===== src/rtl/grayscale_sobel_edge_stream_macros.svh =====
// Assertion macros for the grayscale / Sobel edge stream.
// Included by the top level; expects i_clk and i_rst_n in scope.
`ifndef GRAYSCALE_SOBEL_EDGE_STREAM_MACROS_SVH
`define GRAYSCALE_SOBEL_EDGE_STREAM_MACROS_SVH

// same-cycle implication, masked during reset
`define GSE_ASSERT_NOW(lbl, ante, cons, msg) \
    lbl: assert property (@(posedge i_clk) disable iff (!i_rst_n) \
        (ante) |-> (cons)) else $error(msg);

// next-cycle implication, masked during reset
`define GSE_ASSERT_NEXT(lbl, ante, cons, msg) \
    lbl: assert property (@(posedge i_clk) disable iff (!i_rst_n) \
        (ante) |=> (cons)) else $error(msg);

`endif


===== src/rtl/gse_pkg.sv =====
// Shared types and constants for the grayscale / Sobel edge stream.
// No dependencies.
`timescale 1ns / 1ps

package gse_pkg;

    localparam int MAX_WIDTH = 2048;
    localparam int PIX_W     = 8;
    localparam int CFG_W     = 12;
    localparam int ROW_W     = 12;
    localparam int COL_W     = $clog2(MAX_WIDTH);
    localparam int CMP_W     = (COL_W + 1 > CFG_W) ? COL_W + 1 : CFG_W;
    localparam int CFG_IDX_W = 1;

    // Q0.16 luma weights
    localparam logic [15:0] W_CHAN0 = 16'd13933;
    localparam logic [15:0] W_CHAN1 = 16'd46871;
    localparam logic [15:0] W_CHAN2 = 16'd4732;

    localparam logic [CFG_W-1:0] FRAME_WIDTH_RST  = CFG_W'(640);
    localparam logic [CFG_W-1:0] FRAME_HEIGHT_RST = CFG_W'(480);

    typedef logic [PIX_W-1:0]     t_pix;
    typedef logic [COL_W-1:0]     t_col;
    typedef logic [ROW_W-1:0]     t_row;
    typedef logic [CFG_W-1:0]     t_cfg;
    typedef logic [CFG_IDX_W-1:0] t_cfg_idx;

    localparam t_cfg_idx REG_FRAME_WIDTH  = t_cfg_idx'(0);
    localparam t_cfg_idx REG_FRAME_HEIGHT = t_cfg_idx'(1);

    // one line-buffer entry: gray of row-2 and row-1 at a column
    typedef struct packed {
        t_pix upper;
        t_pix lower;
    } t_line_word;

    typedef struct packed {
        logic rd_en;
        t_col rd_addr;
        logic wr_en;
        t_col wr_addr;
    } t_line_ctl;

    // one window column, top to bottom
    typedef struct packed {
        t_pix top;
        t_pix mid;
        t_pix bot;
    } t_wcol;

endpackage


===== src/rtl/gse_gray.sv =====
// Luma conversion: Q0.16 weighted sum of three channels, floored.
// Depends on gse_pkg.
`timescale 1ns / 1ps

module gse_gray (
    input  gse_pkg::t_pix i_chan0,
    input  gse_pkg::t_pix i_chan1,
    input  gse_pkg::t_pix i_chan2,
    output gse_pkg::t_pix o_gray
);
    import gse_pkg::*;

    // max sum is 255 * 65536, fits 24 bits
    logic [23:0] w_sum;

    always_comb begin
        w_sum = 24'(i_chan0) * 24'(W_CHAN0)
              + 24'(i_chan1) * 24'(W_CHAN1)
              + 24'(i_chan2) * 24'(W_CHAN2);
    end

    assign o_gray = w_sum[23:16];
endmodule


===== config.mk =====
export PLATFORM = sky130hd
export DESIGN_NAME = gse_gray
export DESIGN_NICKNAME = d
export VERILOG_FILES = /design/src/rtl/grayscale_sobel_edge_stream_macros.svh /design/src/rtl/gse_pkg.sv /design/src/rtl/gse_gray.sv
export SDC_FILE = /design/constraint.sdc
export NUM_CORES = 1
export LEC_CHECK = 0
export ABC_AREA = 1
export BUFFER_PORTS_ARGS = -buffer_cell sky130_fd_sc_hd__buf_2
export CORE_MARGIN = 2
export CORE_UTILIZATION = 35
export DETAILED_ROUTE_END_ITERATION = 7
export GPL_TIMING_DRIVEN = 0
export SLEW_MARGIN = 20
export SYNTH_ARGS = -nofsm -noshare
export SYNTH_HDL_FRONTEND = slang
export SYNTH_SLANG_ARGS = --single-unit

===== constraint.sdc =====
create_clock -name vclk -period 18.99
set_input_delay 0.9495 -clock vclk [all_inputs]
set_output_delay 0.9495 -clock vclk [all_outputs]
set_load 0.03 [all_outputs]

After elaboration in Yosys (flattened, before gate mapping)
Index checks and enable logic that the tools add are counted.
{"block": "word_totals", "ram_bits": 0, "latchBits": 0, "memories": 0, "output_inout_bits": 8, "reg_bits": 0, "in_bits": 24, "word_cells": 5, "mem_bits_ro": 0}
{"block": "classes", "n_mux": 0, "add_sub_neg": 2, "shifts": 0, "eq_ne": 0, "div": 0, "bitwise": 0, "reduce_logical": 0, "order_cmp": 0, "multipliers": 3}
{"operator": "22-bit by 24-bit adder with 24-bit output", "count": 1}
{"operator": "24-bit by 21-bit adder with 24-bit output", "count": 1}
{"operator": "8-bit by 16-bit multiplier with 24-bit output (second input constant)", "count": 1}
{"operator": "8-bit by 14-bit multiplier with 22-bit output (second input constant)", "count": 1}
{"operator": "8-bit by 11-bit multiplier with 19-bit output (second input constant)", "count": 1}

Logic depth before layout (Yosys ltp)
Gate-level depths: netlist (run 1).
{"block": "logic_depth", "word_depth": 3, "ltp_mapped": 32, "ltp_nobuf": 32}

Least setup slack after synthesis (run 1)
Ideal clock, no wire load.
{"block": "synth_timing", "path_kind": "in2out", "startpoint": "input port i_chan2[5]", "endpoint": "output port o_gray[2]", "path_buffers": 0, "t_required_ps": 18040, "slack_ps": 10964, "t_arrival_ps": 7077, "cell_stages": 24, "path_cell_list": "inv_1 > fa_1 > inv_1 > fa_1 > fa_1 > fa_1 > ha_1 > a21oi_1 > o21ai_0 > a21oi_1 > xnor2_1 > fa_1 > inv_1 > fa_1 > fa_1 > fa_1 > inv_1 > ha_1 > a21o_1 > a21oi_1 > nor2_1 > nor2_1 > nand3_1 > nand2_1"}
{"block": "synth_via", "elab_chain_len": 2}
{"element": "from (decl)", "line_no": "gse_gray.sv:8", "text": "input gse_pkg::t_pix i_chan2,"}
{"element": "8-bit by 11-bit multiplier with 19-bit output", "line_no": "gse_gray.sv:19", "text": "+ 24'(i_chan2) * 24'(W_CHAN2);"}
{"element": "24-bit by 21-bit adder with 24-bit output", "line_no": "gse_gray.sv:19"}
{"element": "to (decl)", "line_no": "gse_gray.sv:9", "text": "output gse_pkg::t_pix o_gray"}
Every way passes these cells.

Worst setup path after layout (run 1)
{"block": "layout_timing", "startpoint": "input port i_chan2[5]", "endpoint": "output port o_gray[7]"}
Same word-level chain as after synthesis.

==> results of run 1 <==
routing by layer:
| layer | global-route usage | vias up | share of wire |
|---|---|---|---|
| met5 | 0 | - | 0 |
| met4 | 0.00929 | 0 | 0.0074 |
| met3 | 0.0117 | 8 | 0.033 |
| met2 | 0.282 | 63 | 0.49 |
| met1 | 0.213 | 2318 | 0.47 |
| li1 | - | 2516 | - |
final timing paths:
kind	startpoint	endpoint	slack (ps)	depth (start not counted)
max	i_chan2[5]	o_gray[7]	10280	27
min	i_chan1[0]	o_gray[4]	2740	7
cells in the mapped netlist:
master    instances  share of area
or2_2             2         0.0018
a31oi_1           1        0.00091
nand3_1          23          0.017
nor2_2            5         0.0046
nand2_2           6         0.0055
a21boi_2          1         0.0016
nand4_1           7         0.0064
xor2_1            8          0.010
fa_1            138           0.40
and2_1            1        0.00091
nor2_1           36          0.020
or2_1             1        0.00091
nor2_4            1         0.0016
a21o_1            3         0.0033
o21bai_1          2         0.0022
inv_1           273           0.15
nor3_1            2         0.0015
a21oi_1          29          0.021
nor3_2            2         0.0029
nand4_2           1         0.0018
xnor2_1           5         0.0064
nand2_1         121          0.066
o21ai_0          10         0.0073
nand3b_1          5         0.0055
inv_2             1        0.00055
nand3_2           1         0.0015
ha_1            139           0.25
o21a_1            1         0.0011
kinds of logic after synthesis:
group / synth area share
fa+ha+maj: 0.658
buf+inv: 0.150
simple gates: 0.138
compound gates: 0.0377
xor+xnor: 0.0166
through the flow:
step	utilization	instances	instance area, µm²
2_1_floorplan	-	825	6850
3_3_place_gp	0.379	1122	7340
3_5_place_dp	0.379	1122	7340
4_1_cts	0.379	1122	7340
5_1_grt	0.379	1122	7340
6_report	0.379	1122	7340
worst max-delay path: stages:
cell and delay [ps]:
buf_2 160, inv_1 110, fa_1 590, inv_1 90, fa_1 480, fa_1 510
fa_1 410, ha_1 350, a21oi_1 250, o21ai_0 140, a21oi_1 170, xnor2_1 110
fa_1 510, inv_1 50, fa_1 520, fa_1 440, fa_1 540, inv_1 40
ha_1 310, nand2_1 110, nor2_1 160, nand3_1 120, nand3b_1 200, nand3_1 100
nand2_1 50, nand2_1 90, buf_2 200
area by class of cell:
class | instances | area [µm²] | area share
Inverter | 274 | 1030 | 0.140
Multi-Input combinational cell | 551 | 5820 | 0.793
Tap cell | 265 | 332 | 0.0452
Timing Repair Buffer | 32 | 160 | 0.0218
==> run_results.csv, run 1 <==
group,metric,value,unit
cells_and_area,syn2layout_area_growth,7.18,%
detailed_routing,vias,4905,
timing,post-route-period-util,0.459,
status,status,"finished, final reports clean",
detailed_routing,viasPerCell,4.37,
cells_and_area,final_cell_mix,"273 x inv_1, 139 x ha_1, 138 x fa_1",
detailed_routing,wl,14.5,mm
synth,ys_seq_area_frac,0,
timing,finalSetupViolations,0,
clock_network,ctsHoldBuffers,0,
timing,hold_viol,0,
grt,antenna_found_initial,0,
timing,rsz0062_at_grt,"no",
worst_setup_path,endpoint_kind,"output port",
grt,grt_pass1_wl,25.3,mm
floorplan,die_x,144,µm
synth,synth_area,6850,µm²
grt,grt_usage,0.156,
detailed_routing,detail_route.iter0.violations,182,
grt,grt_max_degree,10,
detailed_routing,drc,0,
synth,ys.warnings.count,0,
floorplan,pin_count,32,
placed_design,gp_congestion,0.868,
detailed_routing,detail-route-antenna-nets,0,
cells_and_area,drive_above_1_share,0.0607,
worst_setup_path,critPathLaunchType,"primary input",
floorplan,dieHeight,144,µm
floorplan,start_util,0.354,
detailed_routing,wl_per_cell,13.0,µm
synth,synthDistinctLibCells,28,
timing,max_freq,115,MHz
timing,whs,2740,ps
worst_hold_path,min_path_type,"primary input to output port",
worst_setup_path,arrival,7760,ps
timing,timing.final.ws_setup,10280,ps
clock_network,cts-resized-gates,0,
worst_setup_path,path_max_fanout,5,
cells_and_area,antenna_cells,0,
cells_and_area,nFlopsAndLatches,0,
worst_setup_path,path_class,"primary input to output port",
timing,fin_setup_tns,0,ps
cells_and_area,nClkBuffers,0,
timing,fin_crit,8710,ps
timing,final_max_slew_viol_count,0,
clock_network,postCtsSetupBuffers,0,
synth,avgSynthCellArea,8.30,µm²
synth,synth_nets,1126,
placed_design,io_buffers,32,
grt,grt.overflow.total,0,
timing,maxSlewHeadroom,0.713,
run,max-cap-violations,0,
floorplan,core-area,19300,µm²
cells_and_area,seqCellArea,0,µm²
worst_setup_path,worstPathRequired,18040,ps
grt,grt_pass1_vias,5153,
detailed_routing,first_pass_iters,4,
placed_design,post-place-ws,10230,ps
placed_design,hpwl,14.0,mm
floorplan,rows,51,
floorplan,dieArea,20700,µm²
cells_and_area,final_common_cell,"inv_1",
cells_and_area,fillers,2047,
cells_and_area,nets,1160,
timing,tightest_slew,429,ps
synth,syn_inst,825,
Power of run 1 is left out: the tool's default activity adds up to more than one toggle a clock period on the data nets, which glitch-free logic cannot reach.
==> inputs of run 2 (changes only) <==
Clock period 18.99 ns to 7.7 ns, I/O delays scaled along.
==> run 2 against run 1 <==
Against the previous run: die area unchanged; utilization rose by 0.34 points; non-clock buffer count unchanged; cell count did not move; hold slack got worse by 1100 ps; sequential share of layout area stayed put; via count is 0.45% higher; global-route usage stayed put; critical endpoint unchanged.
==> run_results.csv, run 2 (synthesis gave the netlist of run 1 again) <==
group,metric,value,unit
floorplan,dieHeight,144,µm
floorplan,core-area,19300,µm²
detailed_routing,viasPerCell,4.39,
detailed_routing,detail-route-antenna-nets,0,
placed_design,io_buffers,32,
detailed_routing,wl_per_cell,13.1,µm
cells_and_area,syn2layout_area_growth,8.15,%
floorplan,rows,51,
cells_and_area,nFlopsAndLatches,0,
cells_and_area,nClkBuffers,0,
worst_setup_path,path_max_fanout,5,
placed_design,hpwl,14.0,mm
worst_hold_path,min_path_type,"primary input to output port",
grt,grt_usage,0.156,
grt,grt_pass1_wl,25.3,mm
timing,post-route-period-util,0.962,
clock_network,postCtsSetupBuffers,0,
worst_setup_path,critPathLaunchType,"primary input",
clock_network,cts-resized-gates,0,
cells_and_area,antenna_cells,0,
clock_network,ctsHoldBuffers,0,
floorplan,pin_count,32,
placed_design,postPlaceCellArea,7340,µm²
worst_setup_path,endpoint_kind,"output port",
worst_setup_path,arrival,7020,ps
run,max-cap-violations,0,
timing,final_max_slew_viol_count,0,
detailed_routing,drc,0,
status,status,"finished, final reports clean",
cells_and_area,seqCellArea,0,µm²
cells_and_area,final_cell_mix,"273 x inv_1, 138 x fa_1, 135 x ha_1",
detailed_routing,first_pass_iters,4,
timing,tightest_slew,431,ps
grt,grt_max_degree,10,
timing,finalSetupViolations,0,
detailed_routing,detail_route.iter0.violations,178,
cells_and_area,nets,1160,
worst_setup_path,max_stage_delay,540,ps
timing,rsz0062_at_grt,"yes",
detailed_routing,vias,4927,
cells_and_area,drive_above_1_share,0.0723,
timing,maxSlewHeadroom,0.712,
grt,antenna_found_initial,0,
placed_design,post-place-ws,70.7,ps
grt,grt_pass1_vias,5153,
timing,timing.final.ws_setup,293,ps
worst_setup_path,worstPathRequired,7320,ps
placed_design,gp_congestion,0.868,
cells_and_area,stdcell_area,7400,µm²
timing,hold_viol,0,
detailed_routing,wl,14.7,mm
worst_setup_path,path_class,"primary input to output port",
floorplan,start_util,0.354,
cells_and_area,final_common_cell,"inv_1",
worst_setup_path,crit_top_cell,"fa_1",
worst_setup_path,slowest_stage,"fa_1",
floorplan,die_x,144,µm
timing,fin_crit,7410,ps
grt,grt.overflow.total,0,
timing,max_freq,135,MHz
floorplan,dieArea,20700,µm²
run 2: changes by cell type in the layout (fill, tap and decap cells not counted), moves of 2 or more:
cell / before / now
a21oi_2: 0 / 4
ha_1: 139 / 135
o21ai_0: 10 / 8
a21oi_1: 29 / 25
ha_4: 0 / 3
clkbuf_4: 0 / 2
buf_2: 32 / 30
run 2: path summary, 6_finish.rpt:
kind	startpoint	endpoint	slack, ps	depth (start not counted)
worst max-delay path	i_chan2[2]	o_gray[7]	290	29
worst min-delay path	i_chan1[0]	o_gray[4]	1610	7
run 2: metal layers:
metal / up-vias / wire length [µm] / part of all wire / global-route usage
met4: 0 / 108 / 0.0074 / 0.00929
met3: 8 / 493 / 0.034 / 0.0117
met5: - / 0 / 0 / 0
li1: 2516 / - / - / -
met1: 2337 / 6930 / 0.47 / 0.213
met2: 66 / 7140 / 0.49 / 0.282
run 2: layout make-up:
type	instances	area [µm²]
Inverter	274	1030
Fill cell	2041	11900
Multi-Input combinational cell	551	5880
Tap cell	265	332
Timing Repair Buffer	32	165
run 2: worst max-delay path: cells and delay by family:
| family | cells | cell delay [ps] |
|---|---|---|
| compound gates | 2 | 340 |
| xor+xnor | 1 | 110 |
| fa+ha+maj | 10 | 4470 |
| buf+inv | 8 | 710 |
| simple gates | 8 | 1000 |
run 2: through the flow:
step | hold WS (ps) | util | TNS, ps | instances
6_report | 1610 | 0.383 | 0 | 1122
5_1_grt | 1740 | 0.383 | -10.9 | 1122
4_1_cts | 1630 | 0.379 | 0 | 1122
3_5_place_dp | 1630 | 0.379 | 0 | 1122
3_3_place_gp | 1630 | 0.379 | 0 | 1122
2_1_floorplan | 1290 | - | 0 | 825
Power of run 2 is left out for the same reason.
