--- config.mk ---
export PLATFORM = sky130hd
export DESIGN_NAME = gse_sobel
export DESIGN_NICKNAME = d
export VERILOG_FILES = /design/src/rtl/grayscale_sobel_edge_stream_macros.svh /design/src/rtl/gse_pkg.sv /design/src/rtl/gse_sobel.sv
export SDC_FILE = /design/constraint.sdc
export NUM_CORES = 1
export LEC_CHECK = 0
export ABC_CLOCK_PERIOD_IN_PS = 9320
export BUFFER_PORTS_ARGS = -buffer_cell sky130_fd_sc_hd__buf_2
export CAP_MARGIN = 25
export CELL_PAD_IN_SITES_DETAIL_PLACEMENT = 1
export CELL_PAD_IN_SITES_GLOBAL_PLACEMENT = 1
export CORE_ASPECT_RATIO = 1.1
export CORE_UTILIZATION = 25
export CTS_CLUSTER_DIAMETER = 60
export DETAILED_ROUTE_END_ITERATION = 10
export PLACE_DENSITY_LB_ADDON = 0.08
export SYNTH_ARGS = -nofsm -noshare
export SYNTH_HDL_FRONTEND = slang
export SYNTH_SLANG_ARGS = --single-unit
--- constraint.sdc ---
create_clock -name i_clk -period 9.32 [get_ports i_clk]
set_input_delay 1.864 -clock i_clk [delete_from_list [all_inputs] [get_ports i_clk]]
set_output_delay 1.864 -clock i_clk [all_outputs]
set_load 0.02 [all_outputs]
--- src/rtl/grayscale_sobel_edge_stream_macros.svh ---
// Assertion macros for the grayscale / Sobel edge stream.
// Included by the top level; expects i_clk and i_rst_n in scope.
`ifndef GRAYSCALE_SOBEL_EDGE_STREAM_MACROS_SVH
`define GRAYSCALE_SOBEL_EDGE_STREAM_MACROS_SVH

// same-cycle implication, masked during reset
`define GSE_ASSERT_NOW(lbl, ante, cons, msg) \
    lbl: assert property (@(posedge i_clk) disable iff (!i_rst_n) \
        (ante) |-> (cons)) else $error(msg);

// next-cycle implication, masked during reset
`define GSE_ASSERT_NEXT(lbl, ante, cons, msg) \
    lbl: assert property (@(posedge i_clk) disable iff (!i_rst_n) \
        (ante) |=> (cons)) else $error(msg);

`endif

--- src/rtl/gse_pkg.sv ---
// Shared types and constants for the grayscale / Sobel edge stream.
// No dependencies.
`timescale 1ns / 1ps

package gse_pkg;

    localparam int MAX_WIDTH = 2048;
    localparam int PIX_W     = 8;
    localparam int CFG_W     = 12;
    localparam int ROW_W     = 12;
    localparam int COL_W     = $clog2(MAX_WIDTH);
    localparam int CMP_W     = (COL_W + 1 > CFG_W) ? COL_W + 1 : CFG_W;
    localparam int CFG_IDX_W = 1;

    // Q0.16 luma weights
    localparam logic [15:0] W_CHAN0 = 16'd13933;
    localparam logic [15:0] W_CHAN1 = 16'd46871;
    localparam logic [15:0] W_CHAN2 = 16'd4732;

    localparam logic [CFG_W-1:0] FRAME_WIDTH_RST  = CFG_W'(640);
    localparam logic [CFG_W-1:0] FRAME_HEIGHT_RST = CFG_W'(480);

    typedef logic [PIX_W-1:0]     t_pix;
    typedef logic [COL_W-1:0]     t_col;
    typedef logic [ROW_W-1:0]     t_row;
    typedef logic [CFG_W-1:0]     t_cfg;
    typedef logic [CFG_IDX_W-1:0] t_cfg_idx;

    localparam t_cfg_idx REG_FRAME_WIDTH  = t_cfg_idx'(0);
    localparam t_cfg_idx REG_FRAME_HEIGHT = t_cfg_idx'(1);

    // one line-buffer entry: gray of row-2 and row-1 at a column
    typedef struct packed {
        t_pix upper;
        t_pix lower;
    } t_line_word;

    typedef struct packed {
        logic rd_en;
        t_col rd_addr;
        logic wr_en;
        t_col wr_addr;
    } t_line_ctl;

    // one window column, top to bottom
    typedef struct packed {
        t_pix top;
        t_pix mid;
        t_pix bot;
    } t_wcol;

endpackage

--- src/rtl/gse_sobel.sv ---
// 3x3 window (two stored columns plus the incoming one) and Sobel |Gx|+|Gy|.
// Depends on gse_pkg.
`timescale 1ns / 1ps

module gse_sobel (
    input  logic           i_clk,
    input  logic           i_rst_n,
    input  logic           i_adv,
    input  logic           i_interior,
    input  gse_pkg::t_wcol i_col_new,
    output gse_pkg::t_pix  o_edge
);
    import gse_pkg::*;

    localparam int SUM_W = PIX_W + 3;

    t_wcol r_near;   // column col-1
    t_wcol r_far;    // column col-2

    logic signed [SUM_W-1:0] w_gx;
    logic signed [SUM_W-1:0] w_gy;
    logic        [SUM_W-1:0] w_abs_gx;
    logic        [SUM_W-1:0] w_abs_gy;
    logic        [SUM_W-1:0] w_mag;

    function automatic logic signed [SUM_W-1:0] ext(input t_pix v);
        return $signed({3'b000, v});
    endfunction

    always_ff @(posedge i_clk) begin
        if (!i_rst_n) begin
            r_near <= '0;
            r_far  <= '0;
        end else if (i_adv) begin
            r_far  <= r_near;
            r_near <= i_col_new;
        end
    end

    always_comb begin
        w_gx = (ext(i_col_new.top) - ext(r_far.top))
             + ((ext(i_col_new.mid) - ext(r_far.mid)) <<< 1)
             + (ext(i_col_new.bot) - ext(r_far.bot));
        w_gy = (ext(r_far.top) + (ext(r_near.top) <<< 1) + ext(i_col_new.top))
             - (ext(r_far.bot) + (ext(r_near.bot) <<< 1) + ext(i_col_new.bot));
        w_abs_gx = w_gx[SUM_W-1] ? SUM_W'(-w_gx) : SUM_W'(w_gx);
        w_abs_gy = w_gy[SUM_W-1] ? SUM_W'(-w_gy) : SUM_W'(w_gy);
        w_mag    = w_abs_gx + w_abs_gy;
        if (!i_interior) begin
            o_edge = '0;
        end else if (w_mag > SUM_W'(255)) begin
            o_edge = '1;
        end else begin
            o_edge = w_mag[PIX_W-1:0];
        end
    end
endmodule
# Word level (Yosys, flattened, before mapping)
# Cells that the tools add are included.
[word_totals] output_inout_bits=8 input_bits=28 register_bits=48 word_cells=24
[classes] muxes=4 addsub=13 n_lt_le_gt_ge=1
[op_table] op="$sub 8x8->9" count=3
[op_table] op="$add 10x8->11" count=2
[op_table] op="$mux 11" count=2
[op_table] op="$neg 11->11" count=2
[op_table] op="$add 8x9->10" count=2
[op_table] op="$mux 8" count=2
[op_table] op="$add 11x11->11" count=1
[op_table] op="$add 11x9->11" count=1
[op_table] op="$add 9x10->11" count=1
[op_table] op="$gt 11x8->1 const B" count=1
[op_table] op="$sub 11x11->11" count=1

# Logic depth before layout (Yosys ltp)
# Gate-level depths: netlist of the first run.
[depth] depth_word=9 ltp_mapped=33 depth_no_buf=30

# Worst setup path after synthesis of the first run
# OpenSTA, ideal clock, no wires.
[synth_path] kind="input to output" from="input port i_col_new[16] in the netlist's numbering" to="output port o_edge[2]" path_buffers=1 slack_ps=-313 cell_stages=28 arrival_ps=7769 t_required_ps=7456 cell_sequence="inv_1 > ha_1 > inv_1 > fa_1 > nand2_1 > nand2_1 > a21oi_1 > o21bai_1 > a21oi_1 > o21bai_1 > a21oi_1 > inv_1 > fa_1 > inv_1 > ha_1 > o211a_1 > xnor2_1 > buf_2 > mux2_2 > fa_1 > a21o_1 > a211oi_1 > nor2_1 > o41ai_2 > xnor2_1 > or4_1 > a21oi_1 > a311oi_1"
[synth_between] elab_chain_len=9 elab_cells_between_ends=13 cone_classes="add/sub: 8; order compare: 1; mux: 4"
[synth_lines] item="start: declaration" line="gse_sobel.sv:10" source="input gse_pkg::t_wcol i_col_new,"
[synth_lines] item="$sub 8x8->9" line="gse_sobel.sv:41" source="w_gx = (ext(i_col_new.top) - ext(r_far.top))"
[synth_lines] item="$add 9x10->11" line="gse_sobel.sv:42" source="+ ((ext(i_col_new.mid) - ext(r_far.mid)) <<< 1)"
[synth_lines] item="$add 11x9->11" line="gse_sobel.sv:43" source="+ (ext(i_col_new.bot) - ext(r_far.bot));"
[synth_lines] item="$neg 11->11" line="gse_sobel.sv:46" source="w_abs_gx = w_gx[SUM_W-1] ? SUM_W'(-w_gx) : SUM_W'(w_gx);"
[synth_lines] item="$mux 11" line="gse_sobel.sv:46"
[synth_lines] item="$add 11x11->11 *" line="gse_sobel.sv:48" source="w_mag = w_abs_gx + w_abs_gy;"
[synth_lines] item="$gt 11x8->1" line="gse_sobel.sv:51" source="end else if (w_mag > SUM_W'(255)) begin"
[synth_lines] item="$mux 8 *" line="gse_sobel.sv:51"
[synth_lines] item="$mux 8 *" line="gse_sobel.sv:49" source="if (!i_interior) begin"
[synth_lines] item="end: declaration" line="gse_sobel.sv:11" source="output gse_pkg::t_pix o_edge"
# Mark *: on every way between the ends. The rest lies on a longest branch, timed or not.

# Final worst setup path of the first run
[layout_path] from="input port i_col_new[8] in the netlist's numbering" to="output port o_edge[4]"
[layout_between] elab_chain_len=9
[layout_lines] item="$sub 8x8->9 *" line="gse_sobel.sv:42"
[layout_lines] item="$add 9x10->11 *" line="gse_sobel.sv:42"
[layout_lines] item="$add 11x9->11 *" line="gse_sobel.sv:43"
[layout_lines] item="$neg 11->11" line="gse_sobel.sv:46"
[layout_lines] item="$mux 11 *" line="gse_sobel.sv:46"
[layout_lines] item="$add 11x11->11 *" line="gse_sobel.sv:48"
[layout_lines] item="$gt 11x8->1" line="gse_sobel.sv:51"
[layout_lines] item="$mux 8 *" line="gse_sobel.sv:51"
[layout_lines] item="$mux 8 *" line="gse_sobel.sv:49"
# Marks and branches as above.

==> implementation parameters, run 1 <==
Parameter                              Value

Run status
  Outcome ... finished with violations
  Violations in the final reports ... setup timing

Floorplan
  Cell Rows ... 57
  Overall die width ... 147 um
  Die Height ... 161 um
  Core Region ... ~22000 um2
  Boundary Pins ... 36
  Initial Utilization ... 0.257
  Die Area ... 23600 um2

Setup path
  Type of destination of the critical path ... output port
  Worst EP arrival ... 7.73 ns
  Maximum single-stage delay on the critical path ... 0.58 ns
  Crit-path max FO ... 7
  Setup crit start ... i_col_new[8]
  Kind of critical path ... in -> out
  WP data required ... around 7.5 ns
  Sum of buffers and inverters on the critical path ... 7
  Internal reg-to-reg setup slack ... 8.61 ns
  Worst reg2reg startpoint ... r_far[0]
  End of the worst register-to-register path ... r_far[0]
  Family with the most delay on the worst path ... compound AO/OA/AOI/OAI gates
  Cells on worst reg2reg path ... 2
  Cell repeated most along the worst path ... a21o_1
  Startpoint type of the worst setup path ... input pin
  Critical Path Slowest Stage Cell ... fa_1

Global routing
  Grt total ovfl ... 0
  Maximum number of pins on one net before global-route repair ... 49
  First-pass GRT wire length ... 28000 um
  Combined global-route utilization of all metal layers ... 0.148
  Via count of the first global-routing pass ... 5602
  Initial antenna violation count ... 0

Timing
  Final Hold Vio Count ... 0
  Final clock skew ... 0.00839 ns
  Worst slew margin relative to its limit ... 0.441
  Count of pins over their slew limit ... 0
  Total Negative Setup Slacks ... -1.93 ns
  Final clock period utilization by the worst path ... 1.03
  F_max ... 104 MHz
  Fin crit period ... 9.59 ns
  RSZ-0062 raised after global routing ... yes
  Actual slew at the worst max-slew pin ... ~0.84 ns
  Total setup violations reported at the end of the flow ... 8
  Post-route setup slack ... -0.270 ns

Clock tree
  Source-to-sink clock delay at the later pin of the worst-skew pair ... roughly 0.30 ns
  Clock tree from TritonCTS ... done
  Number of clock sinks ... 48
  Buffer depth of the longest clock path ... 2
  H-tree level count ... 2
  Clock tree root buffer cell ... clkbuf_16
  Total clock buffers created by CTS ... 5
  Clock input transition at the sequential cells of the worst setup and hold paths ... 0.07 ns

Routing
  Drt via density ... 4.39
  Aggregate routed wire length ... 16700 um
  Total DRC errors in the routed layout ... 0
  Via total after detailed routing ... 5037
  Starting DRT DRC Count ... 48
  Number of iterations in the first detailed-routing pass ... 4
  Avg WL per Cell ... 14.5 um
  Antenna-violating nets left ... 0

Cells and area
  Post-layout instance count excluding filler cells ... 1148
  Layout net count ... 984
  Layout area overhead ... 47.2%
  Filler Cell Count ... 2582
  Fraction of final layout cells sized beyond drive strength 1 ... 0.424
  Antenna Diode Count ... 0

Yosys
  Sequential area share after synthesis ... 0.167
  Number of nets in the synthesized netlist ... 787
  Top cells by count, synth ... inv_1, ha_1, nor2b_1
  Number of distinct library cell variants in the gate-level netlist after synthesis ... 62
  Dominant cell type by area after synthesis ... dfxtp_1
  Synth Area in XOR/XNOR ... 0.0838
  Simple-gate share of the synthesized area ... 0.151
  Primary FF master, synth ... dfxtp_1
  Number of enable flip-flop cells after synthesis ... 0
  Portion of netlist area occupied by mux cells ... 0.0893
  Area share of the leading cell type in the synthesized netlist ... 0.167
  Largest cells by area after synthesis ... dfxtp_1, fa_1, ha_1
  Synth Area in Compound Gates ... 0.129
  Main combinational cell family by area after synthesis ... adder cells
  Fraction of registers with async set/reset ... 0
  Synthesized instance count ... around 660
  Synth Cell Area ... about 5700 um2
  Yosys Warn Count ... 0
  Post-Syn Area per Cell ... 8.76 um2
  Count of state elements after synthesis ... 48
  Most repeated cell in the gate-level netlist after synthesis ... inv_1
  Adder-cell area share of the yosys netlist ... 0.283

Placed design
  HPWL reported at the end of detailed placement ... 13800 um
  Number of buffers added on ports ... 35
  Final RePlAce weighted congestion ... 0.797
  Placed Cells incl. Taps ... 1098

Min path
  Worst hold path type ... reg -> reg
  Number of cells traversed by the worst hold path ... 2
  Startpoint of the most critical hold path ... r_far[2]
  End of the worst hold path ... r_far[2]

Flow run
  Max Cap Violations ... 0
==> registers in the layout (all words and copies together), names as in the netlist <==
signal  count
r_near     24
r_far      24
==> area by class of cell <==
class / instances / area (um2) / area share
sequential: 48 / 961 / 0.114
timing repair buffer: 208 / 1550 / 0.183
multi-input combinational: 468 / 4980 / 0.588
inverter: 122 / 470 / 0.0556
clock buffer: 5 / 125 / 0.0148
clock inverter: 2 / 12.5 / 0.00148
tap: 295 / 369 / 0.0436
==> how the worst max path moves through the flow <==
stage / endpoint / slack, ns / cells after the start
after global placement: o_edge[2] / -0.56 / 25
after floorplan: o_edge[1] / 0.007 / 25
after global routing: o_edge[1] / -0.51 / 32
after detailed placement: o_edge[4] / -0.65 / 23
final: o_edge[4] / -0.27 / 31
after CTS: o_edge[4] / -0.15 / 33
==> kinds of logic after synthesis <==
family	count (synthesis)
AO/OA/AOI/OAI	103
XOR/XNOR	55
adder cells (fa/ha/maj)	103
buffers and inverters	141
flip-flops	48
multiplexers	51
AND/OR/NAND/NOR	155
==> worst reg2reg max path, cell delays in order, from the launching register on <==
cell and delay (ns):
dfxtp_1 0.43, mux2i_1 0.10, nor2b_1 0.12
==> per-layer routing <==
metal / routed length [um] / share of wire / GRT usage
met5: 0 / 0 / 0
met4: 176 / 0.011 / 0.0298
met3: 231 / 0.014 / 0.0144
met2: 8670 / 0.52 / 0.275
met1: 7590 / 0.46 / 0.184
==> cell usage in the layout (no fill, tap or decap), types with 6 or more instances in the layout <==
cell	n
buf_4	173
inv_1	110
nor2b_1	53
mux2i_1	48
dfxtp_1	48
fa_1	38
ha_1	38
nor2_1	36
buf_2	24
a21oi_2	22
xor2_1	20
xnor2_1	19
ha_4	15
a21o_1	13
buf_6	10
nand2_1	9
xnor2_2	9
a21oi_1	8
or4_4	8
o21bai_1	7
inv_2	7
a311oi_2	7
fa_2	7
nand2_2	6
xor2_2	6
nor2_2	6
==> timing repair <==
action                                  in CTS  in global routing
hold buffers                                 0                  0
endpoints found under the setup margin       8                  8
cloned                                       1                  0
setup buffers                               32                 12
pin swaps                                  103                 43
resized for setup                          122                 31
==> per-stage QoR <==
stage / utilization / cell area (um2) / setup slack (ns) / hold WS, ns
6_report: 0.379 / 8460 / -0.270 / 0.520
2_1_floorplan: - / 5880 / 0.00689 / 0.482
3_5_place_dp: 0.328 / 7320 / -0.646 / 0.509
4_1_cts: 0.367 / 8190 / -0.150 / 0.528
5_1_grt: 0.379 / 8460 / -0.511 / 0.546
3_3_place_gp: 0.328 / 7320 / -0.559 / 0.495
Power of run 1 is not shown: default switching activity piles up to over one toggle a cycle in this logic, so the estimate is an artifact.
==> run 2, diff against run 1 <==
--- a/config.mk
+++ b/config.mk
@@ -7,7 +7,7 @@
 export LEC_CHECK = 0
 export ABC_CLOCK_PERIOD_IN_PS = 9320
 export BUFFER_PORTS_ARGS = -buffer_cell sky130_fd_sc_hd__buf_2
-export CAP_MARGIN = 25
+export CAP_MARGIN = 40
 export CELL_PAD_IN_SITES_DETAIL_PLACEMENT = 1
 export CELL_PAD_IN_SITES_GLOBAL_PLACEMENT = 1
 export CORE_ASPECT_RATIO = 1.1
@@ -15,6 +15,8 @@
 export CTS_CLUSTER_DIAMETER = 60
 export DETAILED_ROUTE_END_ITERATION = 10
 export PLACE_DENSITY_LB_ADDON = 0.08
+export REMOVE_ABC_BUFFERS = 1
 export SYNTH_ARGS = -nofsm -noshare
 export SYNTH_HDL_FRONTEND = slang
 export SYNTH_SLANG_ARGS = --single-unit
+export TNS_END_PERCENT = 30
==> run 2 against run 1 <==
  * The run still ends with setup timing left
  * Worst setup slack got worse by 0.059 ns
  * Core utilization decreased by 2.0 points
  * Global-route usage down 0.50 points
  * Clock skew fell by 0.0079 ns
  * Critical endpoint is now o_edge[0]
==> implementation parameters, run 2 (synthesized netlist as in run 1, its figures left out) <==
Parameter                              Value

Run status
  Outcome ... finished with violations (unchanged)
  Violations in the final reports ... setup timing (unchanged)

Floorplan
  Core Region ... 22300 um2 (unchanged)
  Overall die width ... 147 um (unchanged)
  Initial Utilization ... 0.257 (unchanged)
  Cell Rows ... 57 (unchanged)
  Die Area ... 23600 um2 (unchanged)
  Boundary Pins ... 36 (unchanged)
  Die Height ... 161 um (unchanged)

Cells and area
  Post-layout instance count excluding filler cells ... 1127 (was 1148)
  Antenna Diode Count ... 0 (unchanged)
  Layout area overhead ... 39.3% (was 47.2%)
  Registers with the most flip-flops ... r_far: 24 flops, r_near: 24 flops (unchanged)
  Layout net count ... 962 (was 984)
  Most common cell after layout, fill and taps aside ... buf_4 (unchanged)
  Fraction of final layout cells sized beyond drive strength 1 ... 0.356 (was 0.424)
  Most used cells in the layout excluding fill and tap cells ... buf_4, inv_1, nor2b_1, ha_1 (was buf_4, inv_1, nor2b_1, mux2i_1, dfxtp_1)

Min path
  Worst hold path type ... reg -> reg (unchanged)
  End of the worst hold path ... r_far[3] (was r_far[2])
  Number of cells traversed by the worst hold path ... 2 (unchanged)
  Startpoint of the most critical hold path ... r_far[3] (was r_far[2])

Setup path
  End of the worst register-to-register path ... r_far[0] (unchanged)
  Internal reg-to-reg setup slack ... 8.59 ns (was 8.61 ns)
  Maximum single-stage delay on the critical path ... 0.56 ns (was 0.58 ns)
  Worst EP arrival ... 7.78 ns (was 7.73 ns)
  Type of destination of the critical path ... output port (unchanged)
  Startpoint type of the worst setup path ... input pin (unchanged)
  Crit-path max FO ... 6 (was 7)
  Critical Path Slowest Stage Cell ... or4_4 (was fa_1)
  Cell repeated most along the worst path ... a21oi_2 (was a21o_1)
  Cells on worst reg2reg path ... 2 (unchanged)
  Worst reg2reg startpoint ... r_far[0] (unchanged)
  WP data required ... 7.46 ns (about the same)
  Setup crit start ... i_col_new[16] (was i_col_new[8])
  Kind of critical path ... in -> out (unchanged)

Clock tree
  Clock input transition at the sequential cells of the worst setup and hold paths ... 0.07 ns (about the same)
  Source-to-sink clock delay at the later pin of the worst-skew pair ... 0.30 ns (about the same)
  Quantity of hold-fixing buffers added after cts ... 0 (unchanged)
  H-tree level count ... 2 (unchanged)
  Buffer depth of the longest clock path ... 2 (unchanged)
  Clock tree from TritonCTS ... done (unchanged)
  Number of clock sinks ... 48 (unchanged)
  Clock tree root buffer cell ... clkbuf_16 (unchanged)
  Total clock buffers created by CTS ... 5 (unchanged)

Global routing
  Initial antenna violation count ... 0 (unchanged)
  Combined global-route utilization of all metal layers ... 0.143 (was 0.148)
  Grt total ovfl ... 0 (unchanged)
  Via count of the first global-routing pass ... 5757 (was 5602)
  First-pass GRT wire length ... 27200 um (was 28000 um)
  Maximum number of pins on one net before global-route repair ... 49 (unchanged)

Timing
  Total Negative Setup Slacks ... -2.34 ns (was -1.93 ns)
  RSZ-0062 raised after global routing ... yes (unchanged)
  Post-route setup slack ... -0.329 ns (was -0.270 ns)
  Actual slew at the worst max-slew pin ... 0.817 ns (was 0.839 ns)
  Final Hold Vio Count ... 0 (unchanged)
  F_max ... 104 MHz (about the same)
  Fin crit period ... 9.65 ns (was 9.59 ns)
  Final clock period utilization by the worst path ... 1.04 (was 1.03)
  Worst slew margin relative to its limit ... 0.455 (was 0.441)
  Final clock skew ... 0.000454 ns (was 0.00839 ns)
  Count of pins over their slew limit ... 0 (unchanged)
  Total setup violations reported at the end of the flow ... 8 (unchanged)
  Worst slack on hold paths ... 0.524 ns (was 0.520 ns)

Placed design
  Placed Cells incl. Taps ... 1092 (was 1098)
  Final RePlAce weighted congestion ... 0.789 (was 0.797)
  Number of buffers added on ports ... 35 (unchanged)
  HPWL reported at the end of detailed placement ... 12900 um (was 13800 um)

Routing
  Aggregate routed wire length ... 15600 um (was 16700 um)
  Via total after detailed routing ... 4936 (was 5037)
  Antenna-violating nets left ... 0 (unchanged)
  Avg WL per Cell ... 13.9 um (was 14.5 um)
  Starting DRT DRC Count ... 54 (was 48)
  Number of iterations in the first detailed-routing pass ... 4 (unchanged)
  Drt via density ... 4.38 (was 4.39)
  Total DRC errors in the routed layout ... 0 (unchanged)

Flow run
  Max Cap Violations ... 0 (unchanged)
[run 2: worst max-delay path: cells and delay by family]
family                   cells  cell delay [ns]
buffers and inverters        8             0.76
adder cells (fa/ha/maj)      5             1.57
AO/OA/AOI/OAI               11             1.78
AND/OR/NAND/NOR              7             1.42
XOR/XNOR                     2             0.39
[run 2: through the flow]
stage,util,setup slack (ns),instance area [um2]
floorplan,-,-0.546,5650
global route,0.359,-0.607,8010
finish,0.359,-0.329,8010
detailed placement,0.319,-0.896,7130
CTS,0.348,-0.264,7760
global placement,0.319,-0.654,7130
[run 2: layout make-up]
type,instances,area (um2)
tap,295,369
fill,2639,14300
clock buffer,5,125
multi-input combinational,468,4670
inverter,122,470
sequential,48,961
timing repair buffer,186,1360
clock inverter,3,47.5
[run 2: what timing repair did]
action                                  in CTS  in global routing
setup buffers                               16                  9
endpoints found under the setup margin       8                  8
gates resized for setup                     79                 41
pin swaps                                   49                 46
cloned                                       1                  0
[run 2: worst max path at each step]
stage	endpoint	slack, ns	depth (start not counted)
6_report	o_edge[0]	-0.33	33
5_1_grt	o_edge[0]	-0.61	33
4_1_cts	o_edge[4]	-0.26	32
3_5_place_dp	o_edge[3]	-0.90	31
3_3_place_gp	o_edge[4]	-0.65	30
2_1_floorplan	o_edge[2]	-0.55	27
[run 2: per-layer routing]
layer  global-route usage  part of all wire
met3               0.0215             0.018
met1                0.154              0.42
met5                    0                 0
met2                0.290              0.56
met4               0.0260            0.0082
Power of run 2 is left out for the same reason.
==> run 3, diff against run 2 <==
--- a/config.mk
+++ b/config.mk
@@ -7,7 +7,7 @@
 export LEC_CHECK = 0
 export ABC_CLOCK_PERIOD_IN_PS = 9320
 export BUFFER_PORTS_ARGS = -buffer_cell sky130_fd_sc_hd__buf_2
-export CAP_MARGIN = 40
+export CAP_MARGIN = 5
 export CELL_PAD_IN_SITES_DETAIL_PLACEMENT = 1
 export CELL_PAD_IN_SITES_GLOBAL_PLACEMENT = 1
 export CORE_ASPECT_RATIO = 1.1
@@ -19,4 +19,3 @@
 export SYNTH_ARGS = -nofsm -noshare
 export SYNTH_HDL_FRONTEND = slang
 export SYNTH_SLANG_ARGS = --single-unit
-export TNS_END_PERCENT = 30
==> run 3 against run 2 <==
  * The flow still finishes with violations (setup timing)
  * Die area is the same
  * Largest cell class unchanged
  * Worst setup slack lost 0.023 ns
  * Cell count is the same
  * Flip-flop and latch count is the same
  * Count of clock-buffer cells in the layout is the same
  * Register-to-register slack is essentially flat
  * Non-clock buffer count is the same
==> implementation parameters, run 3 (synthesized netlist as in run 1, its figures left out) <==
Parameter                              Value

Run status
  Outcome ... finished with violations (unchanged)
  Violations in the final reports ... setup timing (unchanged)

Cells and area
  Area of the multi-input gates ... 4690 um2 (was 4670 um2)
  Antenna Diode Count ... 0 (unchanged)
  Fraction of final layout cells sized beyond drive strength 1 ... 0.359 (was 0.356)
  Filler Cell Count ... 2633 (was 2639)
  Most used cells in the layout excluding fill and tap cells ... buf_4, inv_1, nor2b_1, ha_1 (unchanged)
  Sequential Area ... 961 um2 (unchanged)
  Most common cell after layout, fill and taps aside ... buf_4 (unchanged)
  Layout net count ... 962 (unchanged)
  Registers with the most flip-flops ... r_far: 24 flops, r_near: 24 flops (unchanged)
  Layout area overhead ... 39.7% (was 39.3%)

Setup path
  Kind of critical path ... in -> out (unchanged)
  Critical Path Slowest Stage Cell ... or4_4 (unchanged)
  Worst EP arrival ... 7.81 ns (was 7.78 ns)
  Type of destination of the critical path ... output port (unchanged)
  Cell repeated most along the worst path ... a21oi_2 (unchanged)
  WP data required ... 7.46 ns (about the same)
  Maximum single-stage delay on the critical path ... 0.56 ns (about the same)
  Startpoint type of the worst setup path ... input pin (unchanged)
  Crit-path max FO ... 6 (unchanged)

Global routing
  Combined global-route utilization of all metal layers ... 0.143 (about the same)
  Initial antenna violation count ... 0 (unchanged)
  First-pass GRT wire length ... 27300 um (was 27200 um)
  Maximum number of pins on one net before global-route repair ... 49 (unchanged)
  Grt total ovfl ... 0 (unchanged)
  Via count of the first global-routing pass ... 5756 (was 5757)

Routing
  Via total after detailed routing ... 4946 (was 4936)
  Number of iterations in the first detailed-routing pass ... 4 (unchanged)
  Aggregate routed wire length ... 15700 um (was 15600 um)
  Antenna-violating nets left ... 0 (unchanged)
  Total DRC errors in the routed layout ... 0 (unchanged)
  Drt via density ... 4.39 (was 4.38)
  Starting DRT DRC Count ... 60 (was 54)
  Avg WL per Cell ... 13.9 um (about the same)

Clock tree
  Clock tree from TritonCTS ... done (unchanged)
  H-tree level count ... 2 (unchanged)
  Buffer depth of the longest clock path ... 2 (unchanged)
  Total clock buffers created by CTS ... 5 (unchanged)
  Number of clock sinks ... 48 (unchanged)
  Source-to-sink clock delay at the later pin of the worst-skew pair ... 0.30 ns (about the same)
  Clock input transition at the sequential cells of the worst setup and hold paths ... 0.07 ns (about the same)
  Clock tree root buffer cell ... clkbuf_16 (unchanged)

Timing
  RSZ-0062 raised after global routing ... yes (unchanged)
  Final Hold Vio Count ... 0 (unchanged)
  Actual slew at the worst max-slew pin ... 1.12 ns (was 0.817 ns)
  Post-route setup slack ... -0.352 ns (was -0.329 ns)
  Count of pins over their slew limit ... 0 (unchanged)
  F_max ... 103 MHz (was 104 MHz)
  Fin crit period ... 9.67 ns (was 9.65 ns)
  Final clock period utilization by the worst path ... 1.04 (about the same)
  Final clock skew ... 0.000455 ns (was 0.000454 ns)
  Worst slack on hold paths ... 0.524 ns (about the same)
  Total setup violations reported at the end of the flow ... 8 (unchanged)
  Worst slew margin relative to its limit ... 0.252 (was 0.455)

Floorplan
  Core Region ... 22300 um2 (unchanged)
  Initial Utilization ... 0.257 (unchanged)
  Die Area ... 23600 um2 (unchanged)
  Die Height ... 161 um (unchanged)
  Boundary Pins ... 36 (unchanged)
  Cell Rows ... 57 (unchanged)
  Overall die width ... 147 um (unchanged)

Min path
  Worst hold path type ... reg -> reg (unchanged)

Placed design
  HPWL reported at the end of detailed placement ... 12900 um (unchanged)
  Number of buffers added on ports ... 35 (unchanged)
  Final RePlAce weighted congestion ... 0.789 (unchanged)

Flow run
  Max Cap Violations ... 0 (unchanged)
-- run 3: cell count changes in the layout (fill, tap and decap cells not counted) --
cell     before  now
ha_1         50   49
nor2b_2       0    1
nor2_2        4    5
nor2b_1      55   54
nor2_1       37   36
ha_4          5    6
buf_6         6    7
buf_2        28   27
-- run 3: per-stage QoR --
step | util | setup WS (ns) | instance area (um2) | setup TNS [ns] | instances
final | 0.360 | -0.352 | 8030 | -2.52 | 1127
after global routing | 0.360 | -0.611 | 8030 | -4.53 | 1127
after CTS | 0.349 | -0.264 | 7780 | -1.75 | 1118
after detailed placement | 0.319 | -0.896 | 7130 | -6.88 | 1092
after global placement | 0.319 | -0.654 | 7130 | -5.12 | 1092
after floorplan | - | -0.546 | 5650 | -4.21 | 637
-- run 3: worst max-delay path, delay by kind of cell --
kind	cells	cell delay, ns
AO/OA/AOI/OAI	11	1.80
XOR/XNOR	2	0.39
adder cells (fa/ha/maj)	5	1.57
buffers and inverters	8	0.76
AND/OR/NAND/NOR	7	1.42
-- run 3: area by class of cell --
class	instances	share of cell area
well taps	295	0.0460
multi-input cells	468	0.584
clock buffers	5	0.0156
repair buffers	186	0.171
inverters	122	0.0586
flip-flops and latches	48	0.120
clock inverters	3	0.00592
-- run 3: worst paths after layout --
check                                    from        end  slack (ns)  cells past startpoint
worst max-delay path            i_col_new[16]  o_edge[0]       -0.35                     33
worst max register to register       r_far[0]   r_far[0]        8.59                      2
worst min-delay path                 r_far[3]   r_far[3]        0.52                      2
worst min register to register       r_far[3]   r_far[3]        0.52                      2
-- run 3: repair_timing --
item	CTS	global route
cloned	1	0
hold buffers	0	0
resized for setup	81	44
pin swaps	55	47
setup endpoints to repair	8	8
buffers inserted	17	9
-- run 3: layer usage --
| metal | track usage | wire [um] | up-vias |
|---|---|---|---|
| met4 | 0.0256 | 128 | 0 |
| met5 | 0 | 0 | - |
| met3 | 0.0218 | 299 | 7 |
| met2 | 0.291 | 8740 | 38 |
| li1 | - | - | 2504 |
| met1 | 0.155 | 6480 | 2397 |
Power of run 3 is left out for the same reason.
